`src/rtl/sobol_sequence_generator_unit_macros.svh`:
```
// Assertion macros shared by the Sobol generator RTL.
// Depends on a clock named clk and an active-low reset named rst_n in the using module.
`ifndef SOBOL_SEQUENCE_GENERATOR_UNIT_MACROS_SVH
`define SOBOL_SEQUENCE_GENERATOR_UNIT_MACROS_SVH

// Same-cycle implication, checked outside reset.
`define SOBOL_ASSERT_NOW(lbl, ante, cons) \
  lbl: assert property (@(posedge clk) disable iff (!rst_n) (ante) |-> (cons)) \
    else $error("sobol check failed");

// Next-cycle implication, checked outside reset.
`define SOBOL_ASSERT_NEXT(lbl, ante, cons) \
  lbl: assert property (@(posedge clk) disable iff (!rst_n) (ante) |=> (cons)) \
    else $error("sobol check failed");

`endif

```
`src/rtl/sobol_pkg.sv`:
```
// Types and constants of the Sobol sequence generator.
// No dependencies; used by the controller, the datapath and the top level.
`default_nettype none
package sobol_pkg;

  localparam int NUM_SLOTS = 16;
  localparam int WIN_DEPTH = 31;

  localparam logic [1:0] OP_LOAD_DIR  = 2'd0;
  localparam logic [1:0] OP_LOAD_POLY = 2'd1;
  localparam logic [1:0] OP_NEXT      = 2'd2;
  localparam logic [1:0] OP_RSVD      = 2'd3;

  localparam logic CFG_LIMIT = 1'b0;
  localparam logic CFG_DIMS  = 1'b1;

  typedef struct packed {
    logic [1:0]  opcode;
    logic [3:0]  dim_select;
    logic [5:0]  bit_position;
    logic [31:0] direction_value;
    logic [4:0]  poly_degree;
    logic [29:0] poly_coeffs;
  } sobol_in_t;

  typedef struct packed {
    logic [31:0] coordinate;
    logic [3:0]  coord_dim;
    logic        last_of_point;
    logic        exhausted;
  } sobol_out_t;

  typedef enum logic [2:0] {
    ST_IDLE, ST_DIM, ST_RD, ST_EX, ST_EMIT, ST_EXH, ST_CARRY
  } sobol_state_t;

  typedef struct packed {
    logic accept;
    logic point_start;
    logic dim_init;
    logic step;
    logic emit;
    logic exh;
    logic carry_init;
    logic carry_shift;
    logic point_done;
  } sobol_cmd_t;

  typedef struct packed {
    logic exhausted;
    logic direct;
    logic step_last;
    logic dim_last;
    logic points_zero;
    logic scan_lsb;
    logic out_free;
  } sobol_stat_t;

endpackage
`default_nettype wire

```
`src/rtl/sobol_ctrl.sv`:
```
// Controller state machine of the Sobol generator.
// Depends on sobol_pkg; drives the datapath through command and status structs.
`default_nettype none
module sobol_ctrl (
  input  wire logic               clk,
  input  wire logic               rst_n,
  input  wire logic               in_valid,
  input  wire logic [1:0]         in_op,
  output logic                    in_ready,
  input  wire sobol_pkg::sobol_stat_t stat,
  output sobol_pkg::sobol_cmd_t   cmd
);
  import sobol_pkg::*;

  sobol_state_t state_r, state_nxt;

  always_ff @(posedge clk) begin
    if (!rst_n) begin
      state_r <= ST_IDLE;
    end else begin
      state_r <= state_nxt;
    end
  end

  always_comb begin
    state_nxt = state_r;
    cmd       = '0;
    in_ready  = 1'b0;
    case (state_r)
      ST_IDLE: begin
        in_ready = 1'b1;
        if (in_valid) begin
          cmd.accept = 1'b1;
          if (in_op == OP_NEXT) begin
            if (stat.exhausted) begin
              state_nxt = ST_EXH;
            end else begin
              cmd.point_start = 1'b1;
              state_nxt       = ST_DIM;
            end
          end
        end
      end
      ST_DIM: begin
        if (stat.direct) begin
          state_nxt = ST_EMIT;
        end else begin
          cmd.dim_init = 1'b1;
          state_nxt    = ST_RD;
        end
      end
      ST_RD: begin
        state_nxt = ST_EX;
      end
      ST_EX: begin
        cmd.step  = 1'b1;
        state_nxt = stat.step_last ? ST_EMIT : ST_RD;
      end
      ST_EMIT: begin
        if (stat.out_free) begin
          cmd.emit = 1'b1;
          if (!stat.dim_last) begin
            state_nxt = ST_DIM;
          end else if (stat.points_zero) begin
            cmd.point_done = 1'b1;
            state_nxt      = ST_IDLE;
          end else begin
            cmd.carry_init = 1'b1;
            state_nxt      = ST_CARRY;
          end
        end
      end
      ST_CARRY: begin
        if (stat.scan_lsb) begin
          cmd.carry_shift = 1'b1;
        end else begin
          cmd.point_done = 1'b1;
          state_nxt      = ST_IDLE;
        end
      end
      ST_EXH: begin
        if (stat.out_free) begin
          cmd.exh   = 1'b1;
          state_nxt = ST_IDLE;
        end
      end
      default: begin
        state_nxt = ST_IDLE;
      end
    endcase
  end

endmodule
`default_nettype wire

```
`config.mk`:
```
export PLATFORM = sky130hd
export DESIGN_NAME = sobol_ctrl
export DESIGN_NICKNAME = d
export VERILOG_FILES = /design/src/rtl/sobol_sequence_generator_unit_macros.svh /design/src/rtl/sobol_pkg.sv /design/src/rtl/sobol_ctrl.sv
export SDC_FILE = /design/constraint.sdc
export NUM_CORES = 1
export LEC_CHECK = 0
export ABC_AREA = 1
export ABC_CLOCK_PERIOD_IN_PS = 2700
export BUFFER_PORTS_ARGS = -buffer_cell sky130_fd_sc_hd__buf_2
export CAP_MARGIN = 15
export CORE_AREA = 4 4 41 43
export CTS_CLUSTER_SIZE = 28
export DETAILED_ROUTE_END_ITERATION = 10
export DIE_AREA = 0 0 45 47
export GPL_TIMING_DRIVEN = 0
export SETUP_SLACK_MARGIN = 0.5
export SYNTH_ARGS = -nofsm -noshare
export SYNTH_HDL_FRONTEND = slang
export SYNTH_SLANG_ARGS = --single-unit
```
`constraint.sdc`:
```
create_clock -name clk -period 2.7 [get_ports clk]
set_input_delay 0.675 -clock clk [delete_from_list [all_inputs] [get_ports clk]]
set_output_delay 0.675 -clock clk [all_outputs]
set_load 0.01 [all_outputs]
```
Word-level counts from Yosys, hierarchy flattened
Cells that the tools add are included.

storage, ports and cells
  flip-flop bits (word level) = 3
  input bits = 12
  output and inout bits = 10
  word-level logic and storage cells = 48

cells by class
  eq/ne operators = 12
  muxes and demuxes = 33
  reduce and logical (&&, ||, !) cells = 2

operator list
  operator                                                          number
  3-bit two-way mux                                                 10
  3-bit case mux with 7 select lines                                1
  1-bit two-way mux                                                 19
  2-bit != test (second input constant)                             5
  3-bit == test (second input constant)                             3
  3-bit by 2-bit == test with 1-bit output (second input constant)  2
  5-bit AND reduction                                               1
  2-bit two-way mux                                                 2
  3-bit by 1-bit == test with 1-bit output (second input constant)  1
  3-bit logical NOT                                                 1
  2-bit == test (second input constant)                             1
  1-bit case mux with 2 select lines                                1

Depth between registers and ports, before layout
  depth after elaboration = 4
  mapped depth = 8
  gate-level depth less buffers = 8

Least setup slack after synthesis
Ideal clock, no wire load.

  path kind = input port to output port
  from = in stat[0] in the netlist's numbering
  to = out cmd[0] in the netlist's numbering
  arrival time = 1200 ps
  data required time = 2025 ps
  slack = 825 ps
  stages = 4
  path buffers = 0
  cells stage by stage = inv_1 nor2_2 nand3_1 a21oi_1

RTL lines
  what             line              RTL
  start, declared  sobol_ctrl.sv:10  input wire sobol_pkg::sobol_stat_t stat,
  end, declared    sobol_ctrl.sv:11  output sobol_pkg::sobol_cmd_t cmd

==> results.json <==
{
  "largest_register_ff_count": 3,
  "timing_hold_violations_final": 0,
  "vias": 451,
  "layout-area-overhead-vs-synth_pct": 44.8,
  "clock_tree.htree_level_count": 1,
  "period_needed_ps": 1990,
  "number_of_buffers_and_inverters_on_the_critical_path": 1,
  "regToRegStartpoint": "state_r[0]$_SDFFE_PN0P_",
  "design.core.area_sq_um": 1300,
  "max-cap-violations": 0,
  "worstPathArrival_ps": 1320,
  "final_layout_size_suffix_gt1_share_pct": 35.2,
  "drt_drc_violations_left": 0,
  "worstSkewPairLatency_ps": 230,
  "synthesis.area_per_instance_sq_um": 5.25,
  "ctsHoldBuffers": 0,
  "finalSetupTns_ps": 0,
  "cts_clock_pin_slew_for_the_worst_setup_and_hold_paths_ps": 40,
  "biggestRegsByFlops": "state_r (3)",
  "holdCritPathClass": "flip-flop to flip-flop",
  "netlist-cell-type-count": 14,
  "critPathCaptureType": "primary output",
  "syn-instance-count": 66,
  "timing_max_transition_violations_final": 0,
  "drt_pre_antenna_iters": 4,
  "critical_path.max_stage_delay_ps": 380,
  "max_freq_ghz": 0.502,
  "die_w_microns": 45,
  "syn_area_sq_um": 347,
  "power.static_leakage_uw": 0.000315,
  "worst_setup_path_category": "flip-flop to primary output",
  "period_share_pct": 73.8,
  "synth.largest_area_cell": "dfxtp_1",
  "track_usage_pct": 9.71,
  "crit_path_start": "state_r[0]$_SDFFE_PN0P_",
  "io_buffer_count": 21,
  "finalNetCount": 104,
  "viasPerCell": 4.25,
  "synthesis.nets": 78,
  "postCtsSetupRepairBufs": 0,
  "ys_seq_area_share_pct": 17.3,
  "pin_count_of_the_biggest_net_entering_global_routing": 9,
  "row_count": 13,
  "cellPowerDensity_nw_per_um2": 770,
  "finalSetupViolations": 0,
  "global_placer_s_final_weighted_congestion": 0.803,
  "path_delay_family": "simple AND/OR/NAND/NOR gates",
  "initialDrtViolationCount": 8,
  "routedWlPerCell_microns": 8.20,
  "final_wl_microns": 869,
  "post_dp_hpwl_microns": 742,
  "vias_in_the_first_global_route": 408,
  "power.total_uw": 387,
  "cp.required_ps": 2030,
  "global_route_wire_length_before_repair_mm": 1.48,
  "globalRouteOverflowTotal": 0,
  "timing.critical_path.fanout_max": 7,
  "max_slew.worst_pin.slew_ps": 276,
  "num_antenna_cells": 0,
  "worst_slew_margin_rel_pct": 81.4,
  "max_flop_register": "state_r",
  "synth-warning-count": 0,
  "cts_repair_resize_count": 0,
  "cp_cell_sequence": "nor2_4, nand2_1, nor2_2, nand3_1, a21oi_1, buf_2",
  "root_buffer_master": "clkbuf_4",
  "min_from": "state_r[1]$_SDFFE_PN0P_",
  "final.setup_skew_ps": 1.56,
  "drt.antenna.violating_nets": 0,
  "vdd_drop_max_mv": 0.330,
  "clock-sinks": 3,
  "die_area_sq_um": 2120,
  "synthDominantCellAreaShare_pct": 17.3,
  "run_status": "complete, no violations",
  "floorplan.initialDensity_pct": 26.6,
  "clk_path_buf_depth": 2,
  "synth.ff_latch_count": 3,
  "top_post_synthesis_cells_by_area": "dfxtp_1, inv_1, nor2_1",
  "startpoint_type": "flip-flop",
  "tritoncts": "yes",
  "die-height_microns": 47,
  "slowest_stage": "dfxtp_1",
  "cts_buffers": 3,
  "number_of_antenna_violations_at_the_first_check_in_global_routing": 0,
  "setup_repair_after_global_routing_missed_its_margin": "false",
  "pin_count": 22
}
==> layer usage <==
layer	global-route usage, %	vias to the layer above	part of all wire [%]
met1	11.1	187	45
met4	1.75	0	0
met5	0	-	0
li1	-	250	-
met2	15.5	14	46
met3	6.13	0	8.7
==> final timing paths <==
check                                               end  slack (ps)  cells after the start
worst max-delay path                             cmd[0]         710                      6
worst min-delay path            state_r[1]$_SDFFE_PN0P_         620                      2
worst max register to register  state_r[2]$_SDFFE_PN0P_        1510                      6
worst min register to register  state_r[1]$_SDFFE_PN0P_         620                      2
==> kinds of logic (layout without fill, tap and decap cells) <==
group                  after synthesis  after routing  synth area share (%)
DFF                                  3              3                  17.3
buffers and inverters               17             42                  20.6
and+or+nand+nor                     41             41                  54.9
AOI/OAI and AO/OA                    5              5                  7.22
==> tightest hold or removal path, delay by kind of cell (launching register included) <==
family	cells	cell delay (ps)
simple gates	1	140
flops	1	370
compound gates	1	60
==> power breakdown <==
part           total [uW]  internal (uW)  switching [uW]
Sequential           80.6           59.3            21.3
Clock                77.6           55.3            22.3
Combinational         228           90.8             138
Total                 387            205             181
==> per-stage QoR <==
| step | setup WS (ps) | instance area (sq um) | hold WS (ps) | instances | utilization (%) |
|---|---|---|---|---|---|
| after floorplan | 825 | 347 | 558 | 66 | - |
| after global placement | 747 | 470 | 598 | 102 | 36.2 |
| after detailed placement | 733 | 470 | 591 | 102 | 36.2 |
| after CTS | 629 | 497 | 596 | 106 | 38.2 |
| after global routing | 573 | 502 | 642 | 106 | 38.6 |
| final | 708 | 502 | 616 | 106 | 38.6 |
==> layout by cell type, fill, tap and decap left out, types with 2 or more instances in the layout <==
cell type	Yosys	layout
dfxtp_1	3	3
inv_1	15	15
a21oi_1	3	3
nand3_1	6	6
nor4_1	2	2
clkbuf_4	0	3
nor3_1	2	2
nand2_1	12	12
o21ai_0	2	2
nor2_2	4	3
buf_2	0	21
nor2_1	13	13
==> final cells by class <==
| class | count | area (sq um) |
|---|---|---|
| Fill cell | 157 | 800 |
| Multi-Input combinational cell | 46 | 220 |
| Timing Repair Buffer | 21 | 105 |
| Sequential cell | 3 | 60.1 |
| Inverter | 16 | 60.1 |
| Clock buffer | 4 | 26.3 |
| Tap cell | 15 | 18.8 |
| Buffer | 1 | 11.3 |
==> synthesized netlist by cell type, drive strengths merged <==
cell	count
inv	16
buf	1
dfxtp	3
nand2	13
o21ai	2
a21oi	3
nand4	1
nor2	17
nor4	2
nor3	2
nand3	6
Note: power is estimated with default switching activity, not from simulation.
